===== src/rtl/mpre_pkg.sv =====
// ----------------------------------------------------------------------------
// mpre_pkg: shared definitions for the MED predictive residual encoder
// Widths, register indexes, reset values and the scan position record.
// ----------------------------------------------------------------------------
package mpre_pkg;

  // Line buffer depth and derived widths.
  localparam int MAX_WIDTH  = 2048;
  localparam int COL_W      = $clog2(MAX_WIDTH);

  // Fixed field widths.
  localparam int PIX_W      = 8;
  localparam int RES_W      = 9;
  localparam int WIDTH_W    = 12;
  localparam int HEIGHT_W   = 16;
  localparam int SHIFT_W    = 3;
  localparam int CFG_IDX_W  = 2;
  localparam int CFG_DATA_W = 16;

  // Effective width value must hold both the register and the buffer depth.
  localparam int WEFF_W = ($clog2(MAX_WIDTH + 1) > WIDTH_W) ?
                          $clog2(MAX_WIDTH + 1) : WIDTH_W;

  // Register reset values.
  localparam logic [WIDTH_W-1:0]  WIDTH_RST  = WIDTH_W'(640);
  localparam logic [HEIGHT_W-1:0] HEIGHT_RST = HEIGHT_W'(480);
  localparam logic [SHIFT_W-1:0]  SHIFT_RST  = '0;

  // Configuration register indexes.
  typedef enum logic [CFG_IDX_W-1:0] {
    REG_FRAME_WIDTH  = 2'd0,
    REG_FRAME_HEIGHT = 2'd1,
    REG_QUANT_SHIFT  = 2'd2
  } cfg_reg_t;

  // Scan position of the item being accepted.
  typedef struct packed {
    logic [COL_W-1:0] col;
    logic             first;  // first row or first column: not predicted
    logic             last;   // last pixel of the frame
  } pos_t;

endpackage


===== src/rtl/mpre_pix_if.sv =====
// ----------------------------------------------------------------------------
// mpre_pix_if: pixel input channel
// Valid/ready channel carrying one raw 8-bit sample per item.
// ----------------------------------------------------------------------------
interface mpre_pix_if;
  import mpre_pkg::*;

  logic             valid;
  logic             ready;
  logic [PIX_W-1:0] pixel;

  modport source (output valid, output pixel, input ready);
  modport sink   (input valid, input pixel, output ready);
endinterface


===== src/rtl/mpre_res_if.sv =====
// ----------------------------------------------------------------------------
// mpre_res_if: residual output channel
// Valid/ready channel carrying one signed residual and a frame end flag.
// ----------------------------------------------------------------------------
interface mpre_res_if;
  import mpre_pkg::*;

  logic                    valid;
  logic                    ready;
  logic signed [RES_W-1:0] residual;
  logic                    frame_end;

  modport source (output valid, output residual, output frame_end, input ready);
  modport sink   (input valid, input residual, input frame_end, output ready);
endinterface


===== src/rtl/mpre_core.sv =====
// ----------------------------------------------------------------------------
// mpre_core: prediction, residual and reconstruction stage
// Takes the item whose line buffer read has returned, forms the MED
// prediction, the quantized residual and the reconstructed value, writes the
// value back to the line buffer and places the result in the output register.
// ----------------------------------------------------------------------------
module mpre_core (
  input  logic                         clk,
  input  logic                         rst_n,
  mpre_pix_if.sink                     in_px,
  mpre_res_if.source                   out_res,
  input  mpre_pkg::pos_t               pos,
  input  logic [mpre_pkg::SHIFT_W-1:0] shift,
  input  logic [mpre_pkg::PIX_W-1:0]   above,
  output logic                         accept,
  output logic                         wb_en,
  output logic [mpre_pkg::COL_W-1:0]   wb_col,
  output logic [mpre_pkg::PIX_W-1:0]   wb_data
);
  import mpre_pkg::*;

  // Stage holding the item while its above neighbor is read.
  logic                    s1_valid_r, s1_valid_nxt;
  logic [PIX_W-1:0]        s1_pixel_r;
  pos_t                    s1_pos_r;

  // Reconstructed neighbors.
  logic [PIX_W-1:0]        left_r;
  logic [PIX_W-1:0]        above_left_r;

  // Output register.
  logic                    out_valid_r, out_valid_nxt;
  logic signed [RES_W-1:0] out_res_r;
  logic                    out_end_r;

  logic                    advance;
  logic [PIX_W-1:0]        lo, hi, pred, pred_used;
  logic [PIX_W:0]          grad;
  logic signed [RES_W-1:0] diff, res_pred, res_raw, res;
  logic [PIX_W-1:0]        recon;

  // Handshake: the stage moves on whenever the output register is free or
  // drained in the same cycle.
  assign advance      = s1_valid_r && (!out_valid_r || out_res.ready);
  assign in_px.ready  = !s1_valid_r || advance;
  assign accept       = in_px.valid && in_px.ready;
  assign s1_valid_nxt = accept ? 1'b1 : (advance ? 1'b0 : s1_valid_r);
  assign out_valid_nxt = advance ? 1'b1 :
                         ((out_valid_r && out_res.ready) ? 1'b0 : out_valid_r);

  always_ff @(posedge clk) begin
    if (!rst_n) begin
      s1_valid_r  <= 1'b0;
      out_valid_r <= 1'b0;
    end else begin
      s1_valid_r  <= s1_valid_nxt;
      out_valid_r <= out_valid_nxt;
    end
  end

  always_ff @(posedge clk) begin
    if (accept) begin
      s1_pixel_r <= in_px.pixel;
      s1_pos_r   <= pos;
    end
  end

  // Median edge detector.
  always_comb begin
    lo   = (left_r < above) ? left_r : above;
    hi   = (left_r < above) ? above : left_r;
    grad = {1'b0, left_r} + {1'b0, above} - {1'b0, above_left_r};
    if (above_left_r >= hi) begin
      pred = lo;
    end else if (above_left_r <= lo) begin
      pred = hi;
    end else begin
      pred = grad[PIX_W-1:0];
    end
  end

  // Residual with floor shift, and the reconstructed value.
  always_comb begin
    diff      = $signed({1'b0, s1_pixel_r}) - $signed({1'b0, pred});
    res_pred  = diff >>> shift;
    res_raw   = $signed({1'b0, s1_pixel_r >> shift});
    res       = s1_pos_r.first ? res_raw : res_pred;
    pred_used = s1_pos_r.first ? '0 : pred;
    recon     = pred_used + (res[PIX_W-1:0] << shift);
  end

  // Neighbor registers follow the scan as each item completes.
  always_ff @(posedge clk) begin
    if (!rst_n) begin
      left_r       <= '0;
      above_left_r <= '0;
    end else if (advance) begin
      left_r       <= recon;
      above_left_r <= above;
    end
  end

  always_ff @(posedge clk) begin
    if (advance) begin
      out_res_r <= res;
      out_end_r <= s1_pos_r.last;
    end
  end

  assign wb_en     = advance;
  assign wb_col    = s1_pos_r.col;
  assign wb_data   = recon;

  assign out_res.valid     = out_valid_r;
  assign out_res.residual  = out_res_r;
  assign out_res.frame_end = out_end_r;

endmodule


===== src/flat_wrapper.sv =====
// flat-port wrapper written by rule: the top's interface ports become plain ports
module mpre_core_flat import mpre_pkg::*;
  (clk, rst_n, pos, shift, above, accept, wb_en, wb_col, wb_data, in_px_valid, in_px_pixel, in_px_ready, out_res_valid, out_res_residual, out_res_frame_end, out_res_ready);
  mpre_pix_if in_px_i ();
  mpre_res_if out_res_i ();
  input  logic clk;
  input  logic rst_n;
  input  mpre_pkg::pos_t pos;
  input  logic [mpre_pkg::SHIFT_W-1:0] shift;
  input  logic [mpre_pkg::PIX_W-1:0] above;
  output logic accept;
  output logic wb_en;
  output logic [mpre_pkg::COL_W-1:0] wb_col;
  output logic [mpre_pkg::PIX_W-1:0] wb_data;
  input wire logic [$bits(in_px_i.valid)-1:0] in_px_valid;
  input wire logic [$bits(in_px_i.pixel)-1:0] in_px_pixel;
  output wire logic [$bits(in_px_i.ready)-1:0] in_px_ready;
  output wire logic [$bits(out_res_i.valid)-1:0] out_res_valid;
  output wire logic [$bits(out_res_i.residual)-1:0] out_res_residual;
  output wire logic [$bits(out_res_i.frame_end)-1:0] out_res_frame_end;
  input wire logic [$bits(out_res_i.ready)-1:0] out_res_ready;
  assign in_px_i.valid = in_px_valid;
  assign in_px_i.pixel = in_px_pixel;
  assign in_px_ready = in_px_i.ready;
  assign out_res_valid = out_res_i.valid;
  assign out_res_residual = out_res_i.residual;
  assign out_res_frame_end = out_res_i.frame_end;
  assign out_res_i.ready = out_res_ready;
  mpre_core u_core (.clk(clk), .rst_n(rst_n), .in_px(in_px_i), .out_res(out_res_i), .pos(pos), .shift(shift), .above(above), .accept(accept), .wb_en(wb_en), .wb_col(wb_col), .wb_data(wb_data));
endmodule

===== config.mk =====
export PLATFORM = sky130hd
export DESIGN_NAME = mpre_core_flat
export DESIGN_NICKNAME = d
export VERILOG_FILES = /design/src/rtl/mpre_pkg.sv /design/src/rtl/mpre_pix_if.sv /design/src/rtl/mpre_res_if.sv /design/src/rtl/mpre_core.sv /design/src/flat_wrapper.sv
export SDC_FILE = /design/constraint.sdc
export NUM_CORES = 1
export LEC_CHECK = 0
export BUFFER_PORTS_ARGS = -buffer_cell sky130_fd_sc_hd__buf_2
export CORE_UTILIZATION = 53
export DETAILED_ROUTE_END_ITERATION = 6
export PLACE_DENSITY_LB_ADDON = 0.12
export SLEW_MARGIN = 30
export SYNTH_ARGS = -nofsm -noshare
export SYNTH_HDL_FRONTEND = slang
export SYNTH_SLANG_ARGS = --single-unit
export TNS_END_PERCENT = 1

===== constraint.sdc =====
create_clock -name clk -period 8.5 [get_ports clk]
set_input_delay 0.85 -clock clk [delete_from_list [all_inputs] [get_ports clk]]
set_output_delay 0.85 -clock clk [all_outputs]
set_load 0.005 [all_outputs]

---- Word level (Yosys, flattened, before mapping) ----
Index checks and enable logic that the tools add are counted.
word-level totals
  bits in writable memories ............... 0
  output and inout port bits .............. 33
  bits in read-only memories .............. 0
  word-level logic and storage cells ...... 40
  input port bits ......................... 36
  bits in registers ....................... 49
  memories ................................ 0
  bits in latches ......................... 0
cells by class
  bitwise gates (word level) .............. 0
  reductions and logical operators ........ 9
  divide/modulo/power cells ............... 0
  add/subtract/negate cells ............... 4
  $lt $le $gt $ge ......................... 3
  $mul .................................... 0
  multiplexer cells ....................... 10
  shift-type cells ........................ 3
  eq/ne operators ......................... 0
operator list
  operator             number
  $mux W8              6
  $add A8 B8 Y8        2
  $sshr A9 B3 Y9       1
  $sub A8 B8 Y9        1
  $ge A8 B8 Y1         1
  $le A8 B8 Y1         1
  $lt A8 B8 Y1         1
  $shl A8 B3 Y8        1
  $shr A8 B3 Y8        1
  $sub A8 B8 Y8        1
  $mux W1              4
  $reduce_bool A2 Y1   2
  $logic_and A1 B1 Y1  3
  $logic_not A1 Y1     2
  $logic_or A1 B1 Y1   2

---- Depth between registers and ports, before layout ----
  depth in word-level cells ............... 10
  gate-level depth with buffers ........... 35
  depth with buffers taken out ............ 32

---- Worst setup path after synthesis ----
Ideal clock, no wire load.
  path type ............................... input-to-output
  start ................................... in above[5] in the netlist's numbering
  end ..................................... out wb_data[7] in the netlist's numbering
  required time ........................... 7.650 ns
  arrival ................................. 7.257 ns
  buffers on the path ..................... 3
  path slack .............................. 0.393 ns
  cell stages on the path ................. 31
  path through ............................ inv_1 -> ha_1 -> a2111oi_4 -> nand2b_1 -> o21ai_4 -> buf_6 -> buf_2 -> nor2_1 -> a21oi_1 -> ha_1 -> a21oi_1 -> a21oi_1 -> o22ai_1 -> clkbuf_1 -> mux2_2 -> mux2_2 -> ha_1 -> o221ai_2 -> o311a_4 -> xnor2_4 -> o221ai_2 -> a221oi_4 -> or2_1 -> o211a_1 -> ha_1 -> a21o_1 -> a21oi_1 -> o21ai_0 -> o41ai_1 -> xnor2_1 -> xnor2_1
on the way
  cells in the longest elaborated chain, start to end .. 10
  elaborated cells on any way between the ends .. 15
  those cells by class .................... add/sub (4); order compare (3); shift (2); mux (6)
RTL lines
  element            RTL line                          text
  start, declared    flat_wrapper.sv:10                input logic [mpre_pkg::PIX_W-1:0] above;
  $lt A8 B8 Y1       mpre_core.sv:70, mpre_core.sv:71
  $mux W8            mpre_core.sv:70                   lo = (left_r < above) ? left_r : above;
  $le A8 B8 Y1       mpre_core.sv:75                   end else if (above_left_r <= lo) begin
  $mux W8            mpre_core.sv:75
  $mux W8 *          mpre_core.sv:73                   if (above_left_r >= hi) begin
  $sub A8 B8 Y9 *    mpre_core.sv:84                   diff = $signed({1'b0, s1_pixel_r}) - $signed({1'b0, pred});
  $sshr A9 B3 Y9 *   mpre_core.sv:85                   res_pred = diff >>> shift;
  $mux W8 *          mpre_core.sv:87                   res = s1_pos_r.first ? res_raw : res_pred;
  via u_core.res[1]  mpre_core.sv:39                   logic signed [RES_W-1:0] diff, res_pred, res_raw, res;
  $shl A8 B3 Y8 *    mpre_core.sv:89                   recon = pred_used + (res[PIX_W-1:0] << shift);
  $add A8 B8 Y8 *    mpre_core.sv:89
  end, declared      flat_wrapper.sv:14                output logic [mpre_pkg::PIX_W-1:0] wb_data;
Mark *: on every way through the listed nets, which the timed path passes. The rest lies on a longest branch.

---- Final worst setup path ----
  start ................................... in above[4] in the netlist's numbering
  end ..................................... out wb_data[7] in the netlist's numbering
The elaborated chain is that of the path after synthesis.

==> results.toml <==
[synth]
synth_cell_type_count = 69
async_flop_share_pct = 0
synth.net_count = 611
yosysWarningCount = 0
synth_flop_cell = "edfxtp_1"
synth_area_per_cell_um2 = 8.96
yosysSeqAreaShare_pct = 27.7
synth_seq_cells = 49
synth_top_cell_area_share_pct = 20.0
ys_top_cells_by_area = "edfxtp_1, ha_1, dfxtp_1, mux2i_1, nand2_1"
synth_edf_count = 31
synth_top_cell_by_area = "edfxtp_1"
syn_inst = 520
syn-cell-area_um2 = 4660

[outcome]
status = "finished, final reports clean"

[route]
avgViaCountPerCell = 5.88
first_pass_iters = 5
drtIter0Drc = 219
post_drt_wl_per_cell_um = 17.0
wl_mm = 12.0
vias = 4125
ant_nets = 0
drc = 0

[sta]
post-route-period-util_pct = 97.3
fmax_mhz = 121
worst_clock_skew_ns = 0.00844
fin_crit_ns = 8.27
drv_slew = 0
fin_ws_ns = 0.230
finalSetupTns_ns = 0
tightest_slew_ns = 0.918
setup_viol_count_final = 0
hold_viol_final = 0
maxSlewHeadroom_pct = 38.8
hold_slack_ns = 0.438

[critical_path]
critPathRequiredTime_ns = 7.65
cp_slowest_cell = "a2111oi_4"
crit_buf_inv = 7
path_delay_family = "compound AO/OA/AOI/OAI gates"
cp_data_arrival_time_ns = 7.42
critPathMaxFanout = 7
critPathMaxStageDelay_ns = 0.38
endpoint_kind = "output port"
worstSetupPathType = "primary input to output port"
worst_path_most_repeated_cell = "xnor2_1"
start_kind = "primary input"

[global_routing]
grt_overflow = 0
grt_max_degree = 32
grt_use_total_pct = 26.4
antenna_found_initial = 0
grt_pass1_vias = 3824
grt_pass1_wl_mm = 18.5

[layout]
final_cells = 702
final_cell_mix = "buf_2, nand2_1, inv_1"
utilization_pct = 66.3
nNetsFinal = 687
diodes = 0
area_growth_syn_to_layout_pct = 19.3
mostFrequentLayoutCell = "buf_2"
drive_gt1_share_pct = 28.3

[placement]
place_inst = 678
portBuffers = 68
hpwl_mm = 8.75
preCtsSetupSlack_ns = -0.286
place.gp.congestion = 0.916

[clock_tree]
cts_tree = "yes"
htree_num_levels = 2
clk_latency_ns = 0.31
clockRootBuffer = "clkbuf_8"
numCtsBuffers = 5
cts_sinks = 49
path_clk_slew_ns = 0.10
cts_buffer_depth = 2

[power_and_ir_drop]
irDropWorstVdd_uv = 158
power_density_nw_per_um2 = 379
power_leakage_nw = 2.46

[floorplanning]
die_height_um = 95.8
num_io_pins = 69
die_area_um2 = 9170
rows = 33
core_area_um2 = 8380
die-width_um = 95.8
initial_core_util_pct = 55.6

[hold_path]
hp-class = "flip-flop to flip-flop"

[job]
drv_cap = 0
Yosys cell counts, types with 3 or more instances:
library cell and number:
nand2b_1 4, nor3_1 12, or2_1 3, o221ai_1 3
nand2_1 56, dfxtp_1 18, buf_2 4, nor2b_1 7
edfxtp_1 31, xor2_1 7, inv_1 44, o211ai_1 5
a21boi_0 14, nor2_1 42, a21oi_1 31, a21o_1 4
clkbuf_1 14, xnor2_1 13, mux2i_1 22, o21a_1 6
nand3_1 5, o21ai_0 23, o21bai_1 3, buf_4 11
o2111ai_1 3, fa_1 9, ha_1 46, a211oi_1 5
a211o_1 3, mux2_2 12, o22ai_1 5, and2_1 6
per-layer routing:
metal	up-vias	global-route usage, %	routed length, um
li1	2000	-	-
met3	12	3.87	594
met1	1954	37.8	5620
met2	159	42.0	5620
met5	-	0	0
met4	0	5.97	137
worst register-to-register path, delay by kind of cell (launching register included):
family                   cells  cell delay (ns)
AND/OR/NAND/NOR              4             0.61
XOR/XNOR                     2             0.29
AO/OA/AOI/OAI               15             2.90
adder cells (fa/ha/maj)      4             1.17
buffers and inverters        4             0.64
flip-flops                   1             0.49
multiplexers                 4             0.94
kinds of logic after synthesis:
| logic type | after synthesis | synth area share (%) |
|---|---|---|
| AND/OR/NAND/NOR | 148 | 14.3 |
| multiplexers | 38 | 9.21 |
| adder cells (fa/ha/maj) | 55 | 16.2 |
| flip-flops | 49 | 27.7 |
| AO/OA/AOI/OAI | 131 | 20.8 |
| XOR/XNOR | 21 | 4.35 |
| buffers and inverters | 78 | 7.44 |
report_power, final:
part	switching (W)	total [W]	internal (W)
Combinational	0.000843	0.00161	0.000769
Clock	0.0000875	0.000177	0.0000900
Sequential	0.0000284	0.000317	0.000289
registers in the layout (all words and copies together), names as in the netlist:
name,cells
u_core.wb_col,11
u_core.s1_pixel_r,8
u_core.above_left_r,8
u_core.out_res.valid,1
u_core.out_res.frame_end,1
u_core.left_r,8
u_core.out_res.residual,9
u_core.s1_pos_r,2
u_core.s1_valid_r,1
cell type report:
cell class              count  area (um^2)
clock buffers               5         68.8
clock inverters             3         47.5
fillers                   704         2820
inverters                  46          173
multi-input cells         393         3210
flip-flops and latches     49         1290
well taps                 105          131
repair buffers            101          634
worst paths after layout:
kind	start	to	slack, ns	depth (start not counted)
max	above[4]	wb_data[7]	0.23	33
min	u_core.s1_pos_r[0]	u_core.out_res.frame_end	0.44	0
max reg2reg	u_core.left_r[5]	u_core.left_r[6]	1.36	33
min reg2reg	u_core.s1_pos_r[0]	u_core.out_res.frame_end	0.44	0
through the flow:
step           power [W]  cell area (um^2)
2_1_floorplan    0.00131              4660
3_3_place_gp     0.00165              5100
3_5_place_dp     0.00167              5100
4_1_cts          0.00191              5300
5_1_grt          0.00225              5560
6_report         0.00211              5560
what timing repair did:
item / 4_1_cts / 5_1_grt
hold buffers: 0 / 0
pin swaps: 6 / 15
cloned: 0 / 1
gates resized for setup: 9 / 31
setup endpoints to repair: 2 / 4
buffers inserted: 7 / 8
(Power assumes the default switching activity.)
