### src/rtl/mpre_pkg.sv
// ----------------------------------------------------------------------------
// mpre_pkg: shared definitions for the MED predictive residual encoder
// Widths, register indexes, reset values and the scan position record.
// ----------------------------------------------------------------------------
package mpre_pkg;

  // Line buffer depth and derived widths.
  localparam int MAX_WIDTH  = 2048;
  localparam int COL_W      = $clog2(MAX_WIDTH);

  // Fixed field widths.
  localparam int PIX_W      = 8;
  localparam int RES_W      = 9;
  localparam int WIDTH_W    = 12;
  localparam int HEIGHT_W   = 16;
  localparam int SHIFT_W    = 3;
  localparam int CFG_IDX_W  = 2;
  localparam int CFG_DATA_W = 16;

  // Effective width value must hold both the register and the buffer depth.
  localparam int WEFF_W = ($clog2(MAX_WIDTH + 1) > WIDTH_W) ?
                          $clog2(MAX_WIDTH + 1) : WIDTH_W;

  // Register reset values.
  localparam logic [WIDTH_W-1:0]  WIDTH_RST  = WIDTH_W'(640);
  localparam logic [HEIGHT_W-1:0] HEIGHT_RST = HEIGHT_W'(480);
  localparam logic [SHIFT_W-1:0]  SHIFT_RST  = '0;

  // Configuration register indexes.
  typedef enum logic [CFG_IDX_W-1:0] {
    REG_FRAME_WIDTH  = 2'd0,
    REG_FRAME_HEIGHT = 2'd1,
    REG_QUANT_SHIFT  = 2'd2
  } cfg_reg_t;

  // Scan position of the item being accepted.
  typedef struct packed {
    logic [COL_W-1:0] col;
    logic             first;  // first row or first column: not predicted
    logic             last;   // last pixel of the frame
  } pos_t;

endpackage

### src/rtl/mpre_cfg_if.sv
// ----------------------------------------------------------------------------
// mpre_cfg_if: configuration write channel
// Valid/ready channel carrying a register index and write data.
// ----------------------------------------------------------------------------
interface mpre_cfg_if;
  import mpre_pkg::*;

  logic                  valid;
  logic                  ready;
  logic [CFG_IDX_W-1:0]  index;
  logic [CFG_DATA_W-1:0] data;

  modport source (output valid, output index, output data, input ready);
  modport sink   (input valid, input index, input data, output ready);
endinterface

### src/rtl/mpre_seq.sv
// ----------------------------------------------------------------------------
// mpre_seq: configuration registers and scan position counters
// Holds the frame geometry and shift, and tracks column and row of the next
// item; the counters advance on every accepted item.
// ----------------------------------------------------------------------------
module mpre_seq (
  input  logic                     clk,
  input  logic                     rst_n,
  mpre_cfg_if.sink                 cfg_wr,
  input  logic                     accept,
  output mpre_pkg::pos_t           pos,
  output logic [mpre_pkg::SHIFT_W-1:0] shift
);
  import mpre_pkg::*;

  logic [WIDTH_W-1:0]  frame_width_r;
  logic [HEIGHT_W-1:0] frame_height_r;
  logic [SHIFT_W-1:0]  quant_shift_r;
  logic [COL_W-1:0]    col_r, col_nxt;
  logic [HEIGHT_W-1:0] row_r, row_nxt;
  logic [WEFF_W-1:0]   width_eff;
  logic [HEIGHT_W-1:0] height_eff;
  logic [WEFF_W-1:0]   col_inc;
  logic [HEIGHT_W:0]   row_inc;
  logic                row_done;
  logic                frame_done;

  assign cfg_wr.ready = 1'b1;

  // Configuration writes; an unknown index is ignored.
  always_ff @(posedge clk) begin
    if (!rst_n) begin
      frame_width_r  <= WIDTH_RST;
      frame_height_r <= HEIGHT_RST;
      quant_shift_r  <= SHIFT_RST;
    end else if (cfg_wr.valid) begin
      case (cfg_reg_t'(cfg_wr.index))
        REG_FRAME_WIDTH:  frame_width_r  <= cfg_wr.data[WIDTH_W-1:0];
        REG_FRAME_HEIGHT: frame_height_r <= cfg_wr.data[HEIGHT_W-1:0];
        REG_QUANT_SHIFT:  quant_shift_r  <= cfg_wr.data[SHIFT_W-1:0];
        default: ;
      endcase
    end
  end

  // Clamp the geometry to the supported range.
  always_comb begin
    if (frame_width_r < WIDTH_W'(2)) begin
      width_eff = WEFF_W'(2);
    end else if (32'(frame_width_r) > MAX_WIDTH) begin
      width_eff = WEFF_W'(MAX_WIDTH);
    end else begin
      width_eff = WEFF_W'(frame_width_r);
    end
    height_eff = (frame_height_r < HEIGHT_W'(2)) ? HEIGHT_W'(2) : frame_height_r;
  end

  // End of row and end of frame for the current position.
  assign col_inc    = WEFF_W'(col_r) + WEFF_W'(1);
  assign row_inc    = {1'b0, row_r} + (HEIGHT_W+1)'(1);
  assign row_done   = (col_inc >= width_eff);
  assign frame_done = row_done && (row_inc >= {1'b0, height_eff});

  // Next counter values.
  always_comb begin
    col_nxt = col_r;
    row_nxt = row_r;
    if (accept) begin
      if (row_done) begin
        col_nxt = '0;
        row_nxt = frame_done ? '0 : row_inc[HEIGHT_W-1:0];
      end else begin
        col_nxt = col_inc[COL_W-1:0];
      end
    end
  end

  always_ff @(posedge clk) begin
    if (!rst_n) begin
      col_r <= '0;
      row_r <= '0;
    end else begin
      col_r <= col_nxt;
      row_r <= row_nxt;
    end
  end

  assign pos.col   = col_r;
  assign pos.first = (col_r == '0) || (row_r == '0);
  assign pos.last  = frame_done;
  assign shift     = quant_shift_r;

endmodule

### src/flat_wrapper.sv
// flat-port wrapper written by rule: the top's interface ports become plain ports
module mpre_seq_flat import mpre_pkg::*;
  (clk, rst_n, accept, pos, shift, cfg_wr_valid, cfg_wr_index, cfg_wr_data, cfg_wr_ready);
  mpre_cfg_if cfg_wr_i ();
  input  logic clk;
  input  logic rst_n;
  input  logic accept;
  output mpre_pkg::pos_t pos;
  output logic [mpre_pkg::SHIFT_W-1:0] shift;
  input wire logic [$bits(cfg_wr_i.valid)-1:0] cfg_wr_valid;
  input wire logic [$bits(cfg_wr_i.index)-1:0] cfg_wr_index;
  input wire logic [$bits(cfg_wr_i.data)-1:0] cfg_wr_data;
  output wire logic [$bits(cfg_wr_i.ready)-1:0] cfg_wr_ready;
  assign cfg_wr_i.valid = cfg_wr_valid;
  assign cfg_wr_i.index = cfg_wr_index;
  assign cfg_wr_i.data = cfg_wr_data;
  assign cfg_wr_ready = cfg_wr_i.ready;
  mpre_seq u_core (.clk(clk), .rst_n(rst_n), .cfg_wr(cfg_wr_i), .accept(accept), .pos(pos), .shift(shift));
endmodule
### config.mk
export PLATFORM = sky130hd
export DESIGN_NAME = mpre_seq_flat
export DESIGN_NICKNAME = d
export VERILOG_FILES = /design/src/rtl/mpre_pkg.sv /design/src/rtl/mpre_cfg_if.sv /design/src/rtl/mpre_seq.sv /design/src/flat_wrapper.sv
export SDC_FILE = /design/constraint.sdc
export NUM_CORES = 1
export LEC_CHECK = 0
export ABC_CLOCK_PERIOD_IN_PS = 8690
export BUFFER_PORTS_ARGS = -buffer_cell sky130_fd_sc_hd__buf_2
export CORE_MARGIN = 5
export CORE_UTILIZATION = 64
export DETAILED_ROUTE_END_ITERATION = 10
export PLACE_DENSITY = 0.86
export SLEW_MARGIN = 15
export SYNTH_ARGS = -nofsm -noshare
export SYNTH_HDL_FRONTEND = slang
export SYNTH_SLANG_ARGS = --single-unit
export TNS_END_PERCENT = 30
### constraint.sdc
create_clock -name clk -period 8.69 [get_ports clk]
set_input_delay 0.869 -clock clk [delete_from_list [all_inputs] [get_ports clk]]
set_output_delay 0.869 -clock clk [all_outputs]
set_load 0.02 [all_outputs]
# After elaboration in Yosys (flattened, before gate mapping)
# Cells that the tools add are included.
dict set report word_totals {
  regBits 58
  output_inout_bits 17
  elab_cells 28
}
dict set report classes {
  n_addsub 2
  n_lt_le_gt_ge 5
  n_eq_ne 2
  muxes 5
  n_reduce_logical 9
}
# cell n
set ops {}
lappend ops {{16-bit two-way mux} 2}
lappend ops {{12-bit two-way mux} 2}
lappend ops {{16-bit by 1-bit adder with 17-bit output, second input constant} 1}
lappend ops {{17-bit by 16-bit >= comparator with 1-bit output} 1}
lappend ops {{16-bit zero test} 1}
lappend ops {{16-bit by 2-bit less-than comparator with 1-bit output, second input constant} 1}
lappend ops {{11-bit by 1-bit adder with 12-bit output, second input constant} 1}
lappend ops {{12-bit >= comparator} 1}
lappend ops {{12-bit greater-than comparator, second input constant} 1}
lappend ops {{12-bit by 2-bit less-than comparator with 1-bit output, second input constant} 1}
lappend ops {{11-bit zero test} 1}
lappend ops {{11-bit two-way mux} 1}
lappend ops {{2-bit AND reduction} 4}
lappend ops {{2-bit by 1-bit equality test with 1-bit output, second input constant} 1}
lappend ops {{2-bit equality test, second input constant} 1}
lappend ops {{2-bit zero test} 1}
lappend ops {{1-bit logical AND} 1}
lappend ops {{1-bit logical OR} 1}

# Depth between registers and ports, before layout
# Gate-level depths: netlist of run 1.
dict set report logic_depth {
  ltp_word 6
  mapped_depth 14
}

# Least setup slack after synthesis of run 1
# No wires, ideal clock.
dict set report synth_path {
  kind {reg-to-output}
  startpoint {register u_core.row_r[0]}
  endpoint {output port pos[0] (netlist bit)}
  arrival_time_ps 2822
  slack_ps 4999
  path_stages_with_launch 15
  path_buffers 3
  cell_sequence {dfxtp_1 ha_1 and4_4 and3_4 nand3_1 xnor2_1 ha_1 nand4_1 nor3_1 a221oi_1 nand4_1 clkbuf_8 clkbuf_8 nor2b_1 buf_4}
}
dict set report synth_between {
  elab_chain_len 3
}
# item line_no
set synth_rtl {}
lappend synth_rtl {{from (decl)} mpre_seq.sv:20} ;# logic [HEIGHT_W-1:0] row_r, row_nxt;
lappend synth_rtl {{from (signal assigned)} mpre_seq.sv:84} ;# row_r <= row_nxt;
lappend synth_rtl {{16-bit by 1-bit adder with 17-bit output} mpre_seq.sv:60} ;# assign row_inc = {1'b0, row_r} + (HEIGHT_W+1)'(1);
lappend synth_rtl {{17-bit by 16-bit >= comparator with 1-bit output} mpre_seq.sv:62} ;# assign frame_done = row_done && (row_inc >= {1'b0, height_eff});
lappend synth_rtl {{1-bit logical AND} mpre_seq.sv:62}
lappend synth_rtl {{to (decl)} flat_wrapper.sv:8} ;# output mpre_pkg::pos_t pos;
# Every way passes these cells.

==> results of run 1 <==
==> worst max-delay path by stage <==
stage	to	cells after the start
2_1_floorplan	pos[0]	14
3_3_place_gp	pos[0]	12
3_5_place_dp	pos[0]	11
4_1_cts	pos[0]	11
5_1_grt	pos[0]	11
6_report	pos[0]	11
==> critical path, delay by kind of cell (launching register included) <==
kind	cells	cell delay (ns)
and+or+nand+nor	7	2.26
xor gates and xnor gates	1	0.23
DFF	1	0.45
adders and majority gates	1	0.28
AOI/OAI and AO/OA	1	0.29
buffers and inverters	1	0.19
==> metrics by stage <==
stage	hold WS, ns	power (mW)	utilization, %	std cells
after CTS	0.481	0.644	72.6	565
after global routing	0.511	0.672	72.6	565
final	0.483	0.643	72.6	565
after global placement	0.456	0.357	68.5	549
after floorplan	0.432	0.343	-	462
after detailed placement	0.472	0.360	68.5	549
==> area by class of cell <==
type	instances	area (sq um)	share of cell area, %
clock buffer	10	138	3.42
clock inverter	6	88.8	2.21
inverter	28	105	2.61
multi-input combinational	352	2240	55.7
sequential	58	1160	28.9
tap	72	90.1	2.24
timing repair buffer	39	200	4.98
==> metal layers <==
layer	routed length [um]	vias to the layer above
met3	423	25
met1	3640	1557
met2	4320	108
met5	0	-
met4	260	0
li1	-	1649
==> placed cells by master (no fill, tap or decap), drive strengths merged, types with 4 or more instances in the layout <==
cell     n
o211ai   4
dfxtp   58
nand4    9
and3     5
xnor2   14
ha      32
nor2    17
nand2b  11
xor2     9
nand2   92
buf     39
a21oi   44
nor3     5
o21ai    8
nor3b   10
nand3   23
o21a     9
clkbuf  10
nor4     9
inv     29
and2     9
mux2i    4
==> power breakdown <==
part	switching [mW]	leakage (nW)	internal, mW	total [mW]
Combinational	0.0437	1.10	0.0279	0.0715
Clock	0.118	0.109	0.170	0.288
Sequential	0.00994	0.471	0.274	0.284
==> cells in the mapped netlist, drive strengths merged (10+ instances only) <==
cell type	n
dfxtp	58
nand2	92
inv	28
nor3b	10
a21oi	44
nand3	23
clkbuf	17
xnor2	14
ha	32
nand2b	11
nor2	17
==> logic make-up after synthesis <==
family / after synthesis
AND/OR/NAND/NOR: 211
AO/OA/AOI/OAI: 81
flip-flops: 58
buffers and inverters: 52
adder cells (fa/ha/maj): 32
XOR/XNOR: 23
multiplexers: 4
other: 1
==> flip-flops by register name, summed over array words and instances, names as in the netlist <==
signal / cells
u_core.row_r: 16
u_core.frame_height_r: 16
u_core.shift: 3
u_core.frame_width_r: 12
u_core.col_r: 11
==> summary.txt, run 1 <==
Synth
  – Synth area leaders: dfxtp_1 (32%), ha_1 (11%), nand2_1 (9.4%)
  – Synth unique cells: 56
  – Post-synth EDFFs: 0
  – Syn nets: 516
  – Synth Flop Type: dfxtp_1
  – Synth Area in XOR/XNOR: 5.47%
  – Yosys reg bits: 58
  – Warnings from Yosys: 0
  – Post-synthesis cell count: 462
  – Post-synthesis simple-gate area fraction: roughly 30%
  – Post-Synth Adder-Cell Area: 10.9%
  – Netlist Area Pre-Place: 3680 sq um
  – Main combinational cell family by area after synthesis: simple AND/OR/NAND/NOR gates
  – Fraction of synthesized area in multiplexers: 1.09%
  – Mean Syn Cell Area: ~8.0 sq um
  – Synth area leader: dfxtp_1
  – Synth Area in Compound Gates: 13.6%
  – Post-synth top area share: 31.6%
  – Post-synthesis sequential area ratio: 31.6%
  – Ys async rst share: 0%

Floorplan
  – I/O pin cnt: 39
  – Die width: 85.8 um
  – Initial Utilization: 66.4%
  – Core Box Area: 5540 sq um
  – Die height: 85.8 um
  – DIE AREA: 7370 sq um
  – FP Rows: 27

STA
  – Final period utilization: between 50% and 60%
  – Slew headroom: 22.2%
  – Crit path time final: 4.93 ns
  – Sum Neg Setup Slack: 0 ns
  – Slack of the critical path: between 3 and 4 ns
  – RSZ-0062 raised after global routing: false
  – Fin. max-slew vios: 0
  – Fmax: 203 MHz
  – Tightest Pin Transition: 1.17 ns
  – Hold Vio Cnt, Final: 0
  – Clock skew: about 0.0074 ns
  – Final setup violation count: 0

Clock network
  – CTS clock-pin slew for the worst setup and hold paths: roughly 0.07 ns
  – CTS Hold Bufs: 0
  – H-tree depth: 3
  – TritonCTS clock tree: built
  – Clk_lat worst skew: 0.35 ns
  – Clock Sinks: 58
  – Root Driver: clkbuf_8
  – Cts bufs inserted: 9
  – Post-CTS Repair Setup Buffers: 0
  – Max Buffers Root-to-Sink: 2
  – Post_cts resized: 0

Global routing
  – Number of global-route vias before repair: ~3300
  – GRT met3 Usage: 5.86%
  – First-pass GRT wire length: 14.6 mm
  – Largest net degree at the start of global routing: 31
  – M1 GR Usage: 29.7%
  – Global route hottest layer: met2
  – Initial antenna violation count: 0
  – Global route total overflow: 0
  – Met2 Track Usage GR: 41.4%
  – Gr usage total: 24.7%

Routing
  – TritonRoute pass-1 iters: 6
  – DR vias: 3339
  – 1st-iter DRT viols: ~170
  – # DRC: 0
  – DRT Wirelength: roughly 8.6 mm
  – Via density: ~6
  – Avg WL per Cell: 15.3 um
  – Remaining antenna violation count: 0

Worst setup path
  – Reg2Reg Setup Slack: 4.60 ns
  – R2R Path End: u_core.row_r[12]
  – Worst setup path start: u_core.row_r[6]
  – Worst EP required: 7.82 ns
  – Worst Setup End Kind: primary output
  – Highest net fanout along the worst path: 20
  – Critical path class: reg -> out
  – Worst-path cell chain: and4_4, or4b_4, nor2_1, xor2_1, ha_1, nand3_1, nor3_1, a221oi_1, nand4_1, nor2b_1, buf_2
  – Slowest CP cell: nand4_1
  – Critical path's largest stage delay: 0.74 ns
  – CP arrival: 4.07 ns
  – Worst reg2reg startpoint: u_core.row_r[6]
  – Worst-case reg-to-reg path depth: 11
  – CP startpoint kind: flip-flop

Power
  – VDD IR-drop max: 0.000138 V
  – Power per cell area: ~160 nW/um^2
  – LEAKAGE: 1.68 nW

Worst hold path
  – Worst Hold End: u_core.frame_height_r[14]
  – Hold_sp: u_core.frame_height_r[14]
  – Hold Path Depth: 2
  – HP Class: reg -> reg

Outcome
  – Outcome: complete, no violations

Place
  – Placed Area: 3790 sq um
  – Detailed Place HPWL: 6.27 mm
  – Setup Slack @ Placement: 4.21 ns
  – Routability congestion estimate: 0.938
  – Buffers on Ports: 37

Run
  – # Max-Cap Violations: 0

Cells and area
  – Antenna diodes: 0
  – Total Nets Final: between 500 and 600
  – Post-route cell area: 4020 sq um
  – Fill count: 446
  – Layout cells sized above 1: 14.0%
  – P&R area growth vs syn: 9.28%
No activity file was read; power rests on OpenSTA's default activity.
==> run 2: changes to the inputs <==
ABC_AREA = 1   (was default)
ABC_CLOCK_PERIOD_IN_PS = 5160   (was 8690)
CORE_UTILIZATION = 59   (was 64)
PLACE_DENSITY = 0.8   (was 0.86)
clock period = 5.16 ns   (was 8.69 ns; I/O delays follow)
==> run 2 against run 1 <==
  * Design area up 1.1%
  * Global-route usage down 0.66 points
  * Wire length down 1.0%
  * Sequential cell count unchanged
  * First-iteration DRC count up 2.9%
  * Via count unchanged
  * Sequential power up 67%
  * Synthesized area down 1.7%
  * Register-to-register slack worse by 2.6 ns
  * Critical path depth up 4
  * Largest power group is now registers
==> summary.txt, run 2 <==
Synth
  – Commonest cells post-synth: nand2_1 (121), dfxtp_1 (58), inv_1 (58)
  – Post-synth top area share: 32.1%
  – Warnings from Yosys: 0
  – Ys async rst share: 0%
  – Post-synthesis cell count: 504
  – Post-synthesis sequential area ratio: between 30% and 40%
  – Synth area leaders: dfxtp_1 (32%), nand2_1 (13%), ha_1 (11%)
  – Post-synth EDFFs: 0
  – Synth unique cells: 41
  – Syn nets: 558
  – Netlist Area Pre-Place: 3620 sq um
  – Yosys reg bits: 58
  – Most common cell in the netlist: nand2_1
  – Synth area leader: dfxtp_1
  – Mean Syn Cell Area: between 7 and 8 sq um
  – Synth Flop Type: dfxtp_1

Cells and area
  – Commonest non-fill, non-tap cell in the layout: nand2_1
  – Layout cells sized above 1: 16.0%
  – Total Nets Final: a little under 600
  – Antenna diodes: 0
  – P&R area growth vs syn: 12.3%
  – Most frequent cells in the layout: nand2_1 (121), inv_1 (58), dfxtp_1 (58)
  – Regs by FF count: u_core.frame_height_r x16, u_core.row_r x16, u_core.frame_width_r x12

Power
  – LEAKAGE: 2.01 nW
  – Total power: 1.05 mW
  – Power per cell area: 258 nW/um^2
  – VDD IR-drop max: ~0.00020 V

Worst setup path
  – Critical path class: reg -> out
  – Highest net fanout along the worst path: 6
  – CP startpoint kind: flip-flop
  – Worst-case reg-to-reg path depth: 18
  – Worst Setup End Kind: primary output
  – CP arrival: roughly 3.0 ns
  – Worst EP required: between 4 and 5 ns
  – R2R Path End: u_core.row_r[11]
  – Reg2Reg Setup Slack: 2.05 ns
  – Worst setup path start: u_core.row_r[0]
  – Worst reg2reg startpoint: u_core.col_r[0]

Global routing
  – First-pass GRT wire length: about 15 mm
  – Initial antenna violation count: 0
  – Gr usage total: approximately 24%
  – Met2 Track Usage GR: 38.5%
  – Number of global-route vias before repair: 3208
  – M1 GR Usage: 31.2%
  – Global route hottest layer: met2
  – Largest net degree at the start of global routing: 45
  – Global route total overflow: 0
  – GRT met3 Usage: 5.77%

Place
  – Routability congestion estimate: 0.950
  – Buffers on Ports: 37
  – Detailed Place HPWL: 6.51 mm

Routing
  – TritonRoute pass-1 iters: 5
  – Avg WL per Cell: about 14 um
  – DRT Wirelength: 8.55 mm
  – 1st-iter DRT viols: about 180
  – Remaining antenna violation count: 0
  – Via density: 5.39
  – DR vias: roughly 3300
  – # DRC: 0

Clock network
  – Cts bufs inserted: 9
  – Root Driver: clkbuf_8
  – Max Buffers Root-to-Sink: 2
  – Clock Sinks: 58
  – Post-CTS Repair Setup Buffers: 0
  – TritonCTS clock tree: built
  – H-tree depth: 3
  – Post_cts resized: 0
  – Clk_lat worst skew: 0.35 ns
  – CTS clock-pin slew for the worst setup and hold paths: 0.07 ns
  – CTS Hold Bufs: 0

STA
  – Crit path time final: 3.55 ns
  – Tightest Pin Transition: ~0.74 ns
  – Clock skew: slightly above 0.01 ns
  – Sum Neg Setup Slack: 0 ns
  – Hold Vio Cnt, Final: 0
  – Fmax: 282 MHz
  – RSZ-0062 raised after global routing: false
  – Final period utilization: 68.8%
  – Slew headroom: 50.4%
  – Final setup violation count: 0
  – Fin. max-slew vios: 0

Floorplan
  – FP Rows: 28
  – I/O pin cnt: 39
  – DIE AREA: 7800 sq um
  – Die height: about 88 um
  – Initial Utilization: 60.7%
  – Die width: 88.3 um
  – Core Box Area: about 6000 sq um

Worst hold path
  – Worst Hold End: u_core.frame_width_r[7]
  – Hold Path Depth: 3
  – HP Class: in -> reg
  – Hold_sp: cfg_wr_data[7]

Outcome
  – Outcome: complete, no violations

Run
  – # Max-Cap Violations: 0
==> run 2: kinds of logic (layout without fill, tap and decap cells) <==
group | after synthesis | in the layout | share of synthesized area [%]
xor gates and xnor gates | 21 | 21 | 5.29
AOI/OAI and AO/OA | 75 | 75 | 11.4
other | 1 | 1 | 0.104
and+or+nand+nor | 239 | 239 | 31.7
DFF | 58 | 58 | 32.1
adders and majority gates | 32 | 32 | 11.1
buffers and inverters | 78 | 119 | 8.37
==> run 2: cell type report <==
| cell class | instances | area, sq um |
|---|---|---|
| Clock buffer | 9 | 124 |
| Clock inverter | 7 | 93.8 |
| Fill cell | 510 | 1890 |
| Inverter | 65 | 245 |
| Multi-Input combinational cell | 368 | 2150 |
| Sequential cell | 58 | 1160 |
| Tap cell | 75 | 93.8 |
| Timing Repair Buffer | 38 | 193 |
==> run 2: where the power goes <==
part,switching [mW],total [mW],internal (mW)
combinational,0.0751,0.114,0.0393
sequential,0.0104,0.473,0.462
clock,0.192,0.462,0.270
total,0.277,1.05,0.772
==> run 2: worst max path at each step <==
stage | endpoint | slack, ns | cells after the start
2_1_floorplan | pos[0] | 2.27 | 15
3_3_place_gp | pos[0] | 2.09 | 15
3_5_place_dp | pos[0] | 1.97 | 15
4_1_cts | pos[0] | 1.59 | 15
5_1_grt | pos[0] | 1.36 | 17
6_report | pos[0] | 1.61 | 15
==> run 2: metal layers <==
metal	wire [um]	part of all wire, %	vias up
li1	-	-	1717
met3	493	5.8	24
met2	3910	46	93
met1	3900	46	1505
met5	0	0	-
met4	239	2.8	0
==> run 2: critical path, cell delays in order, from the launching register on <==
cell	delay, ns
dfxtp_1	0.39
ha_1	0.22
nand2_1	0.11
nor2_4	0.15
nand4_4	0.13
nor3_2	0.15
xor2_1	0.21
ha_1	0.27
a21o_1	0.16
a21oi_1	0.12
o21ai_0	0.12
nor2_2	0.26
nand2_4	0.12
inv_2	0.07
nor2_1	0.03
buf_2	0.15
==> run 2: through the flow <==
stage,hold slack [ns],utilization (%),cells,area [sq um],setup slack (ns)
2_1_floorplan,0.430,-,504,3620,2.27
3_3_place_gp,0.454,64.6,604,3850,2.09
3_5_place_dp,0.458,64.6,604,3850,1.97
4_1_cts,0.387,68.2,620,4060,1.59
5_1_grt,0.423,68.2,620,4060,1.36
6_report,0.398,68.2,620,4060,1.61
